File: src/design/mfwg_pkg.sv
`default_nettype none

package mfwg_pkg;

   // Sizes of the block.
   localparam int MAX_MEL_FILTERS   = 128;
   localparam int MAX_SPECTRUM_BINS = 4097;
   localparam int WEIGHT_FRAC_BITS  = 15;

   // Edge table geometry: filter f uses entries f, f+1 and f+2.
   localparam int EDGE_DEPTH      = MAX_MEL_FILTERS + 2;
   localparam int EDGE_ADDR_WIDTH = $clog2(EDGE_DEPTH);
   localparam int EDGE_WIDTH      = 16;

   // Field and register widths.
   localparam int SLOT_WIDTH        = 8;
   localparam int BIN_WIDTH         = 13;
   localparam int FILTER_WIDTH      = 7;
   localparam int MEL_COUNT_WIDTH   = 8;
   localparam int WEIGHT_WIDTH      = WEIGHT_FRAC_BITS + 1;
   localparam int CSR_INDEX_WIDTH   = 1;
   localparam int CSR_DATA_WIDTH    = 13;

   // Divider: one quotient bit per step.
   localparam int DIV_STEPS      = WEIGHT_WIDTH;
   localparam int DIV_CNT_WIDTH  = $clog2(DIV_STEPS + 1);

   // Commands.
   localparam logic CMD_LOAD  = 1'b0;
   localparam logic CMD_QUERY = 1'b1;

   // Register indexes.
   localparam logic [CSR_INDEX_WIDTH-1:0] REG_MEL_FILTER_COUNT   = 1'b0;
   localparam logic [CSR_INDEX_WIDTH-1:0] REG_SPECTRUM_BIN_COUNT = 1'b1;

   // Reset values of the registers.
   localparam logic [MEL_COUNT_WIDTH-1:0] MEL_COUNT_RESET = 8'd40;
   localparam logic [BIN_WIDTH-1:0]       BIN_COUNT_RESET = 13'd257;

   typedef logic [EDGE_WIDTH-1:0] edge_type;

endpackage

`default_nettype wire

File: src/design/mfwg_req_if.sv
`default_nettype none

interface mfwg_req_if;
   import mfwg_pkg::*;

   logic                    valid;
   logic                    ready;
   logic                    command;
   logic [SLOT_WIDTH-1:0]   edge_slot;
   logic signed [EDGE_WIDTH-1:0] edge_bin;
   logic [BIN_WIDTH-1:0]    spectrum_bin;
   logic [FILTER_WIDTH-1:0] filter_index;

   modport source (
      output valid, command, edge_slot, edge_bin, spectrum_bin, filter_index,
      input  ready
   );

   modport sink (
      input  valid, command, edge_slot, edge_bin, spectrum_bin, filter_index,
      output ready
   );

endinterface

`default_nettype wire

File: src/design/mfwg_rsp_if.sv
`default_nettype none

interface mfwg_rsp_if;
   import mfwg_pkg::*;

   logic                    valid;
   logic                    ready;
   logic [WEIGHT_WIDTH-1:0] weight;
   logic                    status;

   modport source (
      output valid, weight, status,
      input  ready
   );

   modport sink (
      input  valid, weight, status,
      output ready
   );

endinterface

`default_nettype wire

File: src/design/mel_filterbank_weight_generator.sv
`default_nettype none

// Mel filterbank weight generator. Software loads the triangular filter edges
// (spectrogram bin indices, two's complement) into a 130-entry edge table with
// load beats; a load writes the table in the cycle of its beat and gives no
// response. A query beat names a bin and a filter and returns that filter's
// weight in unsigned Q1.15, truncated, with status 1 and weight 0 when the bin
// or filter lies beyond the configured counts. An in-range query whose bin lies
// on a side of the triangle passes from acceptance to the response through
// three reads through the single read port of the edge table, a setup state to
// pick the side of the triangle, sixteen steps of the radix-2 serial divider
// and a hand-over state. An in-range query that needs no division (a weight of
// one at a zero-width rising side, or zero off the triangle) skips the divider,
// and an out-of-range query goes straight to the hand-over state. The block is
// ready for the next beat in the cycle the response appears. One query is
// worked on at a time; a finished response waits in the output register while
// the next beat is accepted, and a second finished query stalls until that
// register is free. The edge table is not cleared by reset, so every entry a
// query uses must be loaded first.
module mel_filterbank_weight_generator (
   input  wire logic                                 clock,
   input  wire logic                                 reset,
   mfwg_req_if.sink                                  req_chan,
   mfwg_rsp_if.source                                rsp_chan,
   input  wire logic                                 csr_write_enable,
   input  wire logic [mfwg_pkg::CSR_INDEX_WIDTH-1:0] csr_index,
   input  wire logic [mfwg_pkg::CSR_DATA_WIDTH-1:0]  csr_write_data
);
   import mfwg_pkg::*;

   // Sequencer codes.
   localparam logic [2:0] ST_IDLE  = 3'd0;
   localparam logic [2:0] ST_RD_LO = 3'd1;
   localparam logic [2:0] ST_RD_CE = 3'd2;
   localparam logic [2:0] ST_RD_HI = 3'd3;
   localparam logic [2:0] ST_SETUP = 3'd4;
   localparam logic [2:0] ST_DIV   = 3'd5;
   localparam logic [2:0] ST_FIN   = 3'd6;

   localparam int SX_WIDTH  = EDGE_WIDTH + 1;
   localparam int REM_WIDTH = EDGE_WIDTH + 1;

   logic [2:0]                 state_ff, state_in;
   logic [MEL_COUNT_WIDTH-1:0] mel_count_ff, mel_count_in;
   logic [BIN_WIDTH-1:0]       bin_count_ff, bin_count_in;
   logic [BIN_WIDTH-1:0]       bin_ff, bin_in;
   logic [FILTER_WIDTH-1:0]    filt_ff, filt_in;
   edge_type                   lo_ff, lo_in;
   edge_type                   ce_ff, ce_in;
   edge_type                   hi_ff, hi_in;
   logic [REM_WIDTH-1:0]       rem_ff, rem_in;
   logic [EDGE_WIDTH-1:0]      den_ff, den_in;
   logic [WEIGHT_WIDTH-1:0]    quo_ff, quo_in;
   logic [DIV_CNT_WIDTH-1:0]   cnt_ff, cnt_in;
   logic                       status_ff, status_in;
   logic                       rsp_valid_ff, rsp_valid_in;
   logic [WEIGHT_WIDTH-1:0]    rsp_weight_ff, rsp_weight_in;
   logic                       rsp_status_ff, rsp_status_in;

   // Edge table and its read port.
   edge_type                   edge_mem [EDGE_DEPTH];
   edge_type                   rd_data_ff;
   logic                       rd_en;
   logic [EDGE_ADDR_WIDTH-1:0] rd_addr;
   logic                       wr_en;

   logic                       req_beat;
   logic [MEL_COUNT_WIDTH-1:0] mel_count_eff;
   logic [BIN_WIDTH-1:0]       bin_count_eff;
   logic                       range_err;
   logic signed [SX_WIDTH-1:0] j_sx, lo_sx, ce_sx, hi_sx;
   logic                       fall_side, rise_side, flat_one;
   logic [SX_WIDTH-1:0]        fall_num, fall_den, rise_num, rise_den;
   logic                       div_ge;
   logic [REM_WIDTH-1:0]       div_diff;
   logic                       slot_free;

   assign req_chan.ready = (state_ff == ST_IDLE);
   assign req_beat       = req_chan.valid && req_chan.ready;

   assign rsp_chan.valid  = rsp_valid_ff;
   assign rsp_chan.weight = rsp_weight_ff;
   assign rsp_chan.status = rsp_status_ff;

   // Counts above the table size are clamped.
   assign mel_count_eff = (mel_count_ff > MEL_COUNT_WIDTH'(MAX_MEL_FILTERS)) ?
                          MEL_COUNT_WIDTH'(MAX_MEL_FILTERS) : mel_count_ff;
   assign bin_count_eff = (bin_count_ff > BIN_WIDTH'(MAX_SPECTRUM_BINS)) ?
                          BIN_WIDTH'(MAX_SPECTRUM_BINS) : bin_count_ff;
   assign range_err = (req_chan.spectrum_bin >= bin_count_eff) ||
                      (MEL_COUNT_WIDTH'(req_chan.filter_index) >= mel_count_eff);

   // Loads write the table in the cycle of their beat.
   assign wr_en = req_beat && (req_chan.command == CMD_LOAD) &&
                  (int'(req_chan.edge_slot) < EDGE_DEPTH);

   always_ff @(posedge clock) begin
      if (wr_en) begin
         edge_mem[req_chan.edge_slot[EDGE_ADDR_WIDTH-1:0]] <= req_chan.edge_bin;
      end
      if (rd_en) begin
         rd_data_ff <= edge_mem[rd_addr];
      end
   end

   // Read address: lower edge on the query beat, then centre, then higher.
   always_comb begin
      rd_en   = 1'b0;
      rd_addr = EDGE_ADDR_WIDTH'(filt_ff);
      unique case (state_ff)
         ST_IDLE: begin
            rd_en   = req_beat && (req_chan.command == CMD_QUERY);
            rd_addr = EDGE_ADDR_WIDTH'(req_chan.filter_index);
         end
         ST_RD_LO: begin
            rd_en   = 1'b1;
            rd_addr = EDGE_ADDR_WIDTH'(filt_ff) + EDGE_ADDR_WIDTH'(1);
         end
         ST_RD_CE: begin
            rd_en   = 1'b1;
            rd_addr = EDGE_ADDR_WIDTH'(filt_ff) + EDGE_ADDR_WIDTH'(2);
         end
         default: begin
            rd_en = 1'b0;
         end
      endcase
   end

   // Side selection on sign-extended edges and the query bin.
   assign j_sx  = $signed({{(SX_WIDTH-BIN_WIDTH){1'b0}}, bin_ff});
   assign lo_sx = $signed({lo_ff[EDGE_WIDTH-1], lo_ff});
   assign ce_sx = $signed({ce_ff[EDGE_WIDTH-1], ce_ff});
   assign hi_sx = $signed({hi_ff[EDGE_WIDTH-1], hi_ff});

   assign fall_side = (hi_sx > ce_sx) && (j_sx >= ce_sx) && (j_sx < hi_sx);
   assign rise_side = (ce_sx != lo_sx) && (j_sx >= lo_sx) && (j_sx <= ce_sx);
   assign flat_one  = (ce_sx == lo_sx) && (j_sx == ce_sx);
   assign fall_num  = SX_WIDTH'(hi_sx - j_sx);
   assign fall_den  = SX_WIDTH'(hi_sx - ce_sx);
   assign rise_num  = SX_WIDTH'(j_sx - lo_sx);
   assign rise_den  = SX_WIDTH'(ce_sx - lo_sx);

   // One restoring division step: the remainder left after the subtraction stays below the divisor.
   assign div_ge   = (rem_ff >= {1'b0, den_ff});
   assign div_diff = div_ge ? (rem_ff - {1'b0, den_ff}) : rem_ff;

   assign slot_free = !rsp_valid_ff || rsp_chan.ready;

   // Next-state logic.
   always_comb begin
      state_in      = state_ff;
      mel_count_in  = mel_count_ff;
      bin_count_in  = bin_count_ff;
      bin_in        = bin_ff;
      filt_in       = filt_ff;
      lo_in         = lo_ff;
      ce_in         = ce_ff;
      hi_in         = hi_ff;
      rem_in        = rem_ff;
      den_in        = den_ff;
      quo_in        = quo_ff;
      cnt_in        = cnt_ff;
      status_in     = status_ff;
      rsp_valid_in  = rsp_chan.ready ? 1'b0 : rsp_valid_ff;
      rsp_weight_in = rsp_weight_ff;
      rsp_status_in = rsp_status_ff;

      if (csr_write_enable) begin
         unique case (csr_index)
            REG_MEL_FILTER_COUNT:   mel_count_in = csr_write_data[MEL_COUNT_WIDTH-1:0];
            REG_SPECTRUM_BIN_COUNT: bin_count_in = csr_write_data[BIN_WIDTH-1:0];
            default:                mel_count_in = mel_count_ff;
         endcase
      end

      unique case (state_ff)
         ST_IDLE: begin
            if (req_beat && (req_chan.command == CMD_QUERY)) begin
               bin_in  = req_chan.spectrum_bin;
               filt_in = req_chan.filter_index;
               if (range_err) begin
                  quo_in    = '0;
                  status_in = 1'b1;
                  state_in  = ST_FIN;
               end else begin
                  status_in = 1'b0;
                  state_in  = ST_RD_LO;
               end
            end
         end
         ST_RD_LO: begin
            lo_in    = rd_data_ff;
            state_in = ST_RD_CE;
         end
         ST_RD_CE: begin
            ce_in    = rd_data_ff;
            state_in = ST_RD_HI;
         end
         ST_RD_HI: begin
            hi_in    = rd_data_ff;
            state_in = ST_SETUP;
         end
         ST_SETUP: begin
            cnt_in = DIV_CNT_WIDTH'(DIV_STEPS);
            quo_in = '0;
            if (fall_side) begin
               rem_in   = REM_WIDTH'(fall_num);
               den_in   = fall_den[EDGE_WIDTH-1:0];
               state_in = ST_DIV;
            end else if (rise_side) begin
               rem_in   = REM_WIDTH'(rise_num);
               den_in   = rise_den[EDGE_WIDTH-1:0];
               state_in = ST_DIV;
            end else begin
               quo_in   = flat_one ? (WEIGHT_WIDTH'(1) << WEIGHT_FRAC_BITS) : '0;
               state_in = ST_FIN;
            end
         end
         ST_DIV: begin
            rem_in = {div_diff[REM_WIDTH-2:0], 1'b0};
            quo_in = {quo_ff[WEIGHT_WIDTH-2:0], div_ge};
            cnt_in = cnt_ff - DIV_CNT_WIDTH'(1);
            if (cnt_ff == DIV_CNT_WIDTH'(1)) begin
               state_in = ST_FIN;
            end
         end
         ST_FIN: begin
            if (slot_free) begin
               rsp_valid_in  = 1'b1;
               rsp_weight_in = quo_ff;
               rsp_status_in = status_ff;
               state_in      = ST_IDLE;
            end
         end
         default: begin
            state_in = ST_IDLE;
         end
      endcase
   end

   // Control registers.
   always_ff @(posedge clock) begin
      if (reset) begin
         state_ff     <= ST_IDLE;
         mel_count_ff <= MEL_COUNT_RESET;
         bin_count_ff <= BIN_COUNT_RESET;
         rsp_valid_ff <= 1'b0;
         cnt_ff       <= '0;
      end else begin
         state_ff     <= state_in;
         mel_count_ff <= mel_count_in;
         bin_count_ff <= bin_count_in;
         rsp_valid_ff <= rsp_valid_in;
         cnt_ff       <= cnt_in;
      end
   end

   // Payload registers.
   always_ff @(posedge clock) begin
      bin_ff        <= bin_in;
      filt_ff       <= filt_in;
      lo_ff         <= lo_in;
      ce_ff         <= ce_in;
      hi_ff         <= hi_in;
      rem_ff        <= rem_in;
      den_ff        <= den_in;
      quo_ff        <= quo_in;
      status_ff     <= status_in;
      rsp_weight_ff <= rsp_weight_in;
      rsp_status_ff <= rsp_status_in;
   end

   // The divider count never runs past the number of quotient bits.
   a_div_count: assert property (@(posedge clock) disable iff (reset)
      (state_ff == ST_DIV) |-> (cnt_ff <= DIV_CNT_WIDTH'(DIV_STEPS)) && (cnt_ff != '0))
      else $error("divider count out of range");

   // A new response beat only appears after the hand-over state.
   a_rsp_source: assert property (@(posedge clock) disable iff (reset)
      (!rsp_valid_ff ##1 rsp_valid_ff) |-> $past(state_ff == ST_FIN))
      else $error("response raised outside hand-over");

   // An error response always carries a zero weight.
   a_err_zero: assert property (@(posedge clock) disable iff (reset)
      (rsp_valid_ff && rsp_status_ff) |-> (rsp_weight_ff == '0))
      else $error("error response with non-zero weight");

   // No weight exceeds one.
   a_weight_max: assert property (@(posedge clock) disable iff (reset)
      rsp_valid_ff |-> (rsp_weight_ff <= (WEIGHT_WIDTH'(1) << WEIGHT_FRAC_BITS)))
      else $error("weight above one");

endmodule

`default_nettype wire

File: src/flat_wrapper.sv
// flat-port wrapper written by rule: the top's interface ports become plain ports
module mel_filterbank_weight_generator_flat import mfwg_pkg::*;
  (clock, reset, csr_write_enable, csr_index, csr_write_data, req_chan_valid, req_chan_command, req_chan_edge_slot, req_chan_edge_bin, req_chan_spectrum_bin, req_chan_filter_index, req_chan_ready, rsp_chan_valid, rsp_chan_weight, rsp_chan_status, rsp_chan_ready);
  mfwg_req_if req_chan_i ();
  mfwg_rsp_if rsp_chan_i ();
  input  wire logic clock;
  input  wire logic reset;
  input  wire logic csr_write_enable;
  input  wire logic [mfwg_pkg::CSR_INDEX_WIDTH-1:0] csr_index;
  input  wire logic [mfwg_pkg::CSR_DATA_WIDTH-1:0] csr_write_data;
  input wire logic [$bits(req_chan_i.valid)-1:0] req_chan_valid;
  input wire logic [$bits(req_chan_i.command)-1:0] req_chan_command;
  input wire logic [$bits(req_chan_i.edge_slot)-1:0] req_chan_edge_slot;
  input wire logic [$bits(req_chan_i.edge_bin)-1:0] req_chan_edge_bin;
  input wire logic [$bits(req_chan_i.spectrum_bin)-1:0] req_chan_spectrum_bin;
  input wire logic [$bits(req_chan_i.filter_index)-1:0] req_chan_filter_index;
  output wire logic [$bits(req_chan_i.ready)-1:0] req_chan_ready;
  output wire logic [$bits(rsp_chan_i.valid)-1:0] rsp_chan_valid;
  output wire logic [$bits(rsp_chan_i.weight)-1:0] rsp_chan_weight;
  output wire logic [$bits(rsp_chan_i.status)-1:0] rsp_chan_status;
  input wire logic [$bits(rsp_chan_i.ready)-1:0] rsp_chan_ready;
  assign req_chan_i.valid = req_chan_valid;
  assign req_chan_i.command = req_chan_command;
  assign req_chan_i.edge_slot = req_chan_edge_slot;
  assign req_chan_i.edge_bin = req_chan_edge_bin;
  assign req_chan_i.spectrum_bin = req_chan_spectrum_bin;
  assign req_chan_i.filter_index = req_chan_filter_index;
  assign req_chan_ready = req_chan_i.ready;
  assign rsp_chan_valid = rsp_chan_i.valid;
  assign rsp_chan_weight = rsp_chan_i.weight;
  assign rsp_chan_status = rsp_chan_i.status;
  assign rsp_chan_i.ready = rsp_chan_ready;
  mel_filterbank_weight_generator u_core (.clock(clock), .reset(reset), .req_chan(req_chan_i), .rsp_chan(rsp_chan_i), .csr_write_enable(csr_write_enable), .csr_index(csr_index), .csr_write_data(csr_write_data));
endmodule
File: config.mk
export PLATFORM = sky130hd
export DESIGN_NAME = mel_filterbank_weight_generator_flat
export DESIGN_NICKNAME = d
export VERILOG_FILES = /design/src/design/mfwg_pkg.sv /design/src/design/mfwg_req_if.sv /design/src/design/mfwg_rsp_if.sv /design/src/design/mel_filterbank_weight_generator.sv /design/src/flat_wrapper.sv
export SDC_FILE = /design/constraint.sdc
export NUM_CORES = 2
export LEC_CHECK = 0
export ABC_AREA = 1
export ABC_CLOCK_PERIOD_IN_PS = 5800
export BUFFER_PORTS_ARGS = -buffer_cell sky130_fd_sc_hd__buf_2
export CAP_MARGIN = 20
export CORE_MARGIN = 1
export CORE_UTILIZATION = 30
export DETAILED_ROUTE_END_ITERATION = 8
export PLACE_DENSITY_LB_ADDON = 0.2
export SYNTH_ARGS = -nofsm -noshare
export SYNTH_HDL_FRONTEND = slang
export SYNTH_SLANG_ARGS = --single-unit
export TNS_END_PERCENT = 5
File: constraint.sdc
create_clock -name clock -period 5.8 [get_ports clock]
set_clock_uncertainty 0.2 [all_clocks]
set_input_delay 0.87 -clock clock [delete_from_list [all_inputs] [get_ports clock]]
set_output_delay 0.87 -clock clock [all_outputs]
set_load 0.01 [all_outputs]
# Yosys cells after proc, flatten, opt, wreduce, memory -nomap -nowiden
# Memory sizes are Yosys's and may differ from the RTL's. A register that Yosys moved wholly into a read port is not among the register bits.
# Index checks and enable logic that the tools add are counted.
[op_classes]
muxes = 30
addsub = 8
order_cmp = 11
n_mul = 0
n_bitwise = 2
n_div = 0
n_eq_ne = 15
n_shift = 0
reduce_logical = 25
[op_table]
columns = ["operator", "count"]
rows = [
  ["$mux W16", 8],
  ["$pmux W16 S3", 1],
  ["$sub A16 B16 Y16", 3],
  ["$mux W17", 2],
  ["$pmux W17 S2", 1],
  ["$ge A14 B16 Y1", 2],
  ["$pmux W8 S3", 1],
  ["$pmux W3 S7", 1],
  ["$ge A17 B16 Y1", 1],
  ["$sub A14 B16 Y17", 1],
  ["$sub A16 B14 Y17", 1],
  ["$eq A14 B16 Y1", 1],
  ["$eq A16 B16 Y1", 1],
  ["$gt A16 B16 Y1", 1],
  ["$le A14 B16 Y1", 1],
  ["$lt A14 B16 Y1", 1],
  ["$ne A16 B16 Y1", 1],
  ["$mux W3", 5],
  ["$ge A13 B13 Y1", 1],
  ["$gt A13 B13 Y1 const B", 1],
  ["$mux W13", 1],
  ["$reduce_and A2 Y1", 6],
  ["$pmux W5 S2", 1],
  ["$eq A3 B3 Y1 const B", 3],
  ["other kinds (25)", 45],
]
[totals]
mem_count = 1
regBits = 165
input_bits = 64
ramBits = 2080
rom_bits = 0
wordCells = 108
output_inout_bits = 19
latchBits = 0
[mem_list]
columns = ["memory", "depth", "width", "rd", "rd_ports_with_merged_regs", "wr", "line", "source"]
rows = [
  ["u_core.edge_mem", 130, 16, 1, 1, 1, "mel_filterbank_weight_generator.sv:61", "edge_type edge_mem [EDGE_DEPTH];"],
]

# Logic depth before layout (Yosys ltp)
[depth]
ltp_word = 7
depth_mapped = 18
mapped_depth_nobuf = 18

# Least setup slack after synthesis
# OpenSTA, ideal clock, no wires.
[synth_timing]
path_kind = "register -> register"
from = "register u_core.bin_count_ff[5]"
to = "register u_core.quo_ff[0] (enable)"
path_slack_ps = 1715
n_path_buf = 1
setup_ps = 414
stages_incl_launch_ff = 15
arrival_time_ps = 3471
cell_sequence = "dfxtp_1 nor4_1 nand2_1 o41ai_1 clkbuf_1 nand2_1 ha_1 nand2_1 o221ai_1 nand3_1 nand3_1 nor2_1 inv_1 nor2_1 a211oi_1"
[synth_via]
elab_chain_len = 6
[synth_lines]
columns = ["item", "line", "source"]
rows = [
  ["start: declaration", "mel_filterbank_weight_generator.sv:45", "logic [BIN_WIDTH-1:0] bin_count_ff, bin_count_in;"],
  ["start signal: assignment", "mel_filterbank_weight_generator.sv:252", "bin_count_ff <= bin_count_in;"],
  ["$gt A13 B13 Y1", "mel_filterbank_weight_generator.sv:88", "assign bin_count_eff = (bin_count_ff > BIN_WIDTH'(MAX_SPECTRUM_BINS)) ?"],
  ["$mux W13 (*)", "mel_filterbank_weight_generator.sv:88", ""],
  ["$ge A13 B13 Y1 (*)", "mel_filterbank_weight_generator.sv:90", "assign range_err = (req_chan.spectrum_bin >= bin_count_eff) ||"],
  ["$logic_or A1 B1 Y1 (*)", "mel_filterbank_weight_generator.sv:90", ""],
  ["named net u_core.range_err", "mel_filterbank_weight_generator.sv:70", "logic range_err;"],
  ["$ne A2 B2 Y1 (no line) (*)", "-", ""],
  ["$reduce_and A3 Y1 (no line) (*)", "-", ""],
  ["end signal: assignment", "mel_filterbank_weight_generator.sv:267", "quo_ff <= quo_in;"],
  ["end: declaration", "mel_filterbank_weight_generator.sv:53", "logic [WEIGHT_WIDTH-1:0] quo_ff, quo_in;"],
]
# Mark *: on every way through the listed nets, which the timed path passes. The rest lies on a longest branch.
# A chain may end at the register's enable or synchronous reset.

# Final worst setup path
[layout_timing]
from = "register u_core.state_ff[1]"
to = "register u_core.rd_data_ff[12], read port of u_core.edge_mem (data pin)"
[layout_via]
elab_chain_len = 4
word_cells_on_any_way = 8
[layout_lines]
columns = ["item", "line", "source"]
rows = [
  ["start: declaration", "mel_filterbank_weight_generator.sv:43", "logic [2:0] state_ff, state_in;"],
  ["start signal: assignment", "mel_filterbank_weight_generator.sv:250", "state_ff <= state_in;"],
  ["$logic_not A3 Y1", "mel_filterbank_weight_generator.sv:78, mel_filterbank_weight_generator.sv:110", ""],
  ["$logic_and A1 B1 Y1", "mel_filterbank_weight_generator.sv:79", "assign req_beat = req_chan.valid && req_chan.ready;"],
  ["$logic_and A1 B1 Y1", "mel_filterbank_weight_generator.sv:112", "rd_en = req_beat && (req_chan.command == CMD_QUERY);"],
  ["$pmux W1 S2", "mel_filterbank_weight_generator.sv:110", "unique case (state_ff)"],
  ["end: declaration", "mel_filterbank_weight_generator.sv:62", "edge_type rd_data_ff;"],
]
# Parallel ways exist; a longest one is shown, timed or not.

==> results.py <==
metrics = {
    "status": {
        "status": "completed",
    },
    "clocking": {
        "clk_pin_slew_worst_paths_ns": 0.06,
        "root_buffer": "clkbuf_16",
        "cts_resized": 0,
        "h-tree-depth": 4,
        "clock_latency_ns": 0.91,
        "clkSinkCount": 2261,
        "cts_buffer_depth": 4,
        "cts_tree": "yes",
        "cts_buffers": 241,
    },
    "route": {
        "ant_nets": 0,
        "dr_wl_met3_mm": 19.2,
        "route.met2.wl_mm": 150,
        "dr.pass1.iters": 6,
        "avgRoutedWirePerCell_um": 22.9,
        "topRoutingLayerUsed": "met5",
        "met1_length_mm": 140,
        "vias": 67900,
        "routed_wl_mm": 318,
        "drtIter0Drc": 6044,
        "drc": 0,
        "vias_per_cell": 4.88,
    },
    "synthesis": {
        "synthAdderAreaFrac": 0.0148,
        "synth.area.mux_share": 0.000101,
        "synth_cells": 9217,
        "synth_area_um2": 99600,
        "ys_ff_latch": 2261,
        "synth.yosys.seq_area_share": 0.679,
        "synth-simple-area-share": 0.175,
        "synth_top_family_by_area": "simple AND/OR/NAND/NOR gates",
        "async_flop_share": 0,
        "ys_warn_count": 0,
        "syn-num-nets": 9396,
        "synthFlopType": "edfxtp_1",
        "synth.avg_cell_area_um2": 10.8,
        "synth_edf_count": 2231,
        "synth_compound_area_frac": 0.0584,
        "synth_xor_area_frac": 0.00554,
        "yosys.cell_types.count": 56,
    },
    "floorplanning": {
        "dieArea_um2": 334000,
        "io_pins": 83,
        "chipWidth_um": 578,
        "fp.dieH_um": 578,
        "start_util": 0.302,
        "core.rowCount": 211,
        "core_um2": 330000,
    },
    "global_route": {
        "gr-total-overflow": 0,
        "grt_pass1_vias": 65100,
        "track_usage": 0.187,
        "antenna_found_initial": 19,
        "grt_max_degree": 193,
        "grt_pass1_wl_mm": 461,
    },
    "sta": {
        "finalCriticalPeriod_ns": 5.45,
        "rsz0062_at_grt": "false",
        "hold_viol": 0,
        "fin_crit_sh": 0.940,
        "fmax_mhz": 183,
        "finalSetupViolCount": 0,
        "worstMarginPinSlew_ns": 1.19,
        "relSlewSlack": 0.204,
        "finalSetupTns_ns": 0,
        "drv_slew": 0,
    },
    "worst_setup_path": {
        "crit_top_cell": "nand3_1",
        "endpoint_kind": "register",
        "crit_required_ns": 6.39,
        "path_class": "register to register",
        "critPathMaxFanout": 65,
        "crit_family": "simple AND/OR/NAND/NOR gates",
        "crit_buf_inv": 3,
        "crit_slowest_cell": "buf_4",
        "start_kind": "register",
        "critical_path.cell_chain": "nor2_4 > nand2_2 > inv_1 > nand3_1 > nand4_1 > o21ai_4 > buf_4 > buf_4 > nand3_1 > nand3_1 > nand3_1 > nand3_1 > nand3_1 > nand2_1",
        "cpPeakStageDelay_ns": 0.86,
        "arrival_ns": 6.04,
    },
    "place": {
        "io_buffers": 82,
        "placed_cells": 13500,
        "place_congestion": 0.871,
        "dp_hpwl_mm": 194,
    },
    "worst_hold_path": {
        "hp-class": "primary input to register",
    },
    "layout": {
        "drive_gt1_frac": 0.0811,
        "fin_nets": 9540,
        "most-common-layout-cells": "nand2_1, edfxtp_1, nand3_1, inv_1, o21ai_1",
        "fillers": 32900,
        "area_growth_pct": 14.4,
        "final_cell_count_no_fill": 13900,
        "layout_commonest_cell": "nand2_1",
    },
    "pwr": {
        "ir_drop_mv": 0.646,
        "powerDensity_nw_per_um2": 570,
        "power_leakage_nw": 43.2,
    },
    "flow_run": {
        "cap_viol_max_count": 0,
    },
}
==> path summary, 6_finish.rpt <==
path / from / to / slack (ns) / depth (start not counted)
setup / recovery: u_core.state_ff[1] / u_core.rd_data_ff[12] / 0.35 / 14
hold / removal: csr_write_data[7] / u_core.bin_count_ff[7] / 0.09 / 3
setup reg to reg: u_core.state_ff[1] / u_core.rd_data_ff[12] / 0.35 / 14
hold reg to reg: u_core.quo_ff[15] / u_core.rsp_chan.weight[15] / 0.23 / 0
==> worst register-to-register path: stages, from the launching register on <==
cell and delay, ns:
dfxtp_1 0.62, nor2_4 0.12, nand2_2 0.16, inv_1 0.33, nand3_1 0.20, nand4_1 0.14, o21ai_4 0.15, buf_4 0.82
buf_4 0.94, nand3_1 0.50, nand3_1 0.26, nand3_1 0.25, nand3_1 0.40, nand3_1 0.14, nand2_1 0.10
==> cells in the mapped netlist (2+ instances only) <==
library cell	number	area, um^2
buf_1	18	67.6
nand4_1	213	1330
a31oi_1	14	87.6
a2bb2oi_1	2	17.5
o21ai_1	489	2450
a21oi_2	2	17.5
or2_2	5	31.3
nor2_1	243	912
nor3_1	11	55.1
inv_1	1027	3850
edfxtp_1	2231	67000
o22ai_1	2	12.5
clkbuf_1	132	495
a211oi_1	3	22.5
nand3_1	1088	5450
o21bai_1	3	22.5
nand3b_1	6	45.0
o211ai_1	24	180
xnor2_1	29	254
xor2_1	34	298
dfxtp_1	30	601
nor4_1	7	43.8
nand2_1	2518	9450
fa_1	5	100
a21oi_1	113	566
a21o_1	8	60.1
buf_6	10	113
nand3_4	2	35.0
inv_2	6	22.5
o21ai_0	439	2200
buf_2	229	1150
ha_1	110	1380
o2111ai_1	6	52.6
a221oi_1	2	17.5
o41ai_1	2	17.5
buf_4	133	998
nand2_4	2	22.5
==> cell type report <==
cell class,count,area [um^2],area share
well taps,4366,5460,0.0479
flip-flops and latches,2261,67600,0.593
inverters,1035,3900,0.0343
clock inverters,142,1410,0.0124
diodes,9,22.5,0.000198
clock buffers,295,6310,0.0553
multi-input cells,5399,25400,0.223
repair buffers,423,3830,0.0336
==> sequential cells by signal, summed over array words and instances, names as in the netlist <==
name,cells
u_core.hi_ff,16
u_core.filt_ff,7
u_core.rd_data_ff,16
u_core.rsp_chan.status,1
u_core.bin_count_ff,13
u_core.edge_mem,2080
u_core.ce_ff,16
u_core.quo_ff,16
u_core.cnt_ff,5
u_core.den_ff,16
u_core.status_ff,1
u_core.rsp_chan.valid,1
u_core.bin_ff,13
u_core.state_ff,3
u_core.lo_ff,16
u_core.rem_ff,17
u_core.mel_count_ff,8
u_core.rsp_chan.weight,16
==> metrics by stage <==
stage	hold WS [ns]	cell area [um^2]	power [mW]	utilization	setup WS [ns]
floorplan	0.200	99600	38.1	-	1.72
global placement	0.218	106000	50.1	0.320	0.456
detailed placement	0.212	106000	50.0	0.321	0.424
CTS	0.0157	114000	65.5	0.345	0.406
global route	0.113	114000	68.5	0.345	0.215
finish	0.0923	114000	65.0	0.345	0.347
==> report_power, final <==
group / internal, mW / switching, mW
clock network: 8.80 / 6.57
registers: 18.5 / 0.390
logic: 8.08 / 22.6
total: 35.4 / 29.6
==> timing repair <==
item	4_1_cts	5_1_grt
setup buffers	0	0
hold buffers	33	0
endpoints found under the hold margin	37	0
==> logic make-up after synthesis <==
kind of cell,after synthesis
AND/OR/NAND/NOR,4100
adder cells (fa/ha/maj),115
AO/OA/AOI/OAI,1120
flip-flops,2261
buffers and inverters,1557
XOR/XNOR,63
multiplexers,1
==> routing by layer <==
metal	vias to the layer above	track usage
met2	2113	0.307
met1	33500	0.256
met4	2	0.0570
met3	427	0.0255
met5	-	0
li1	31900	-
Note: power is estimated with default switching activity, not from simulation.
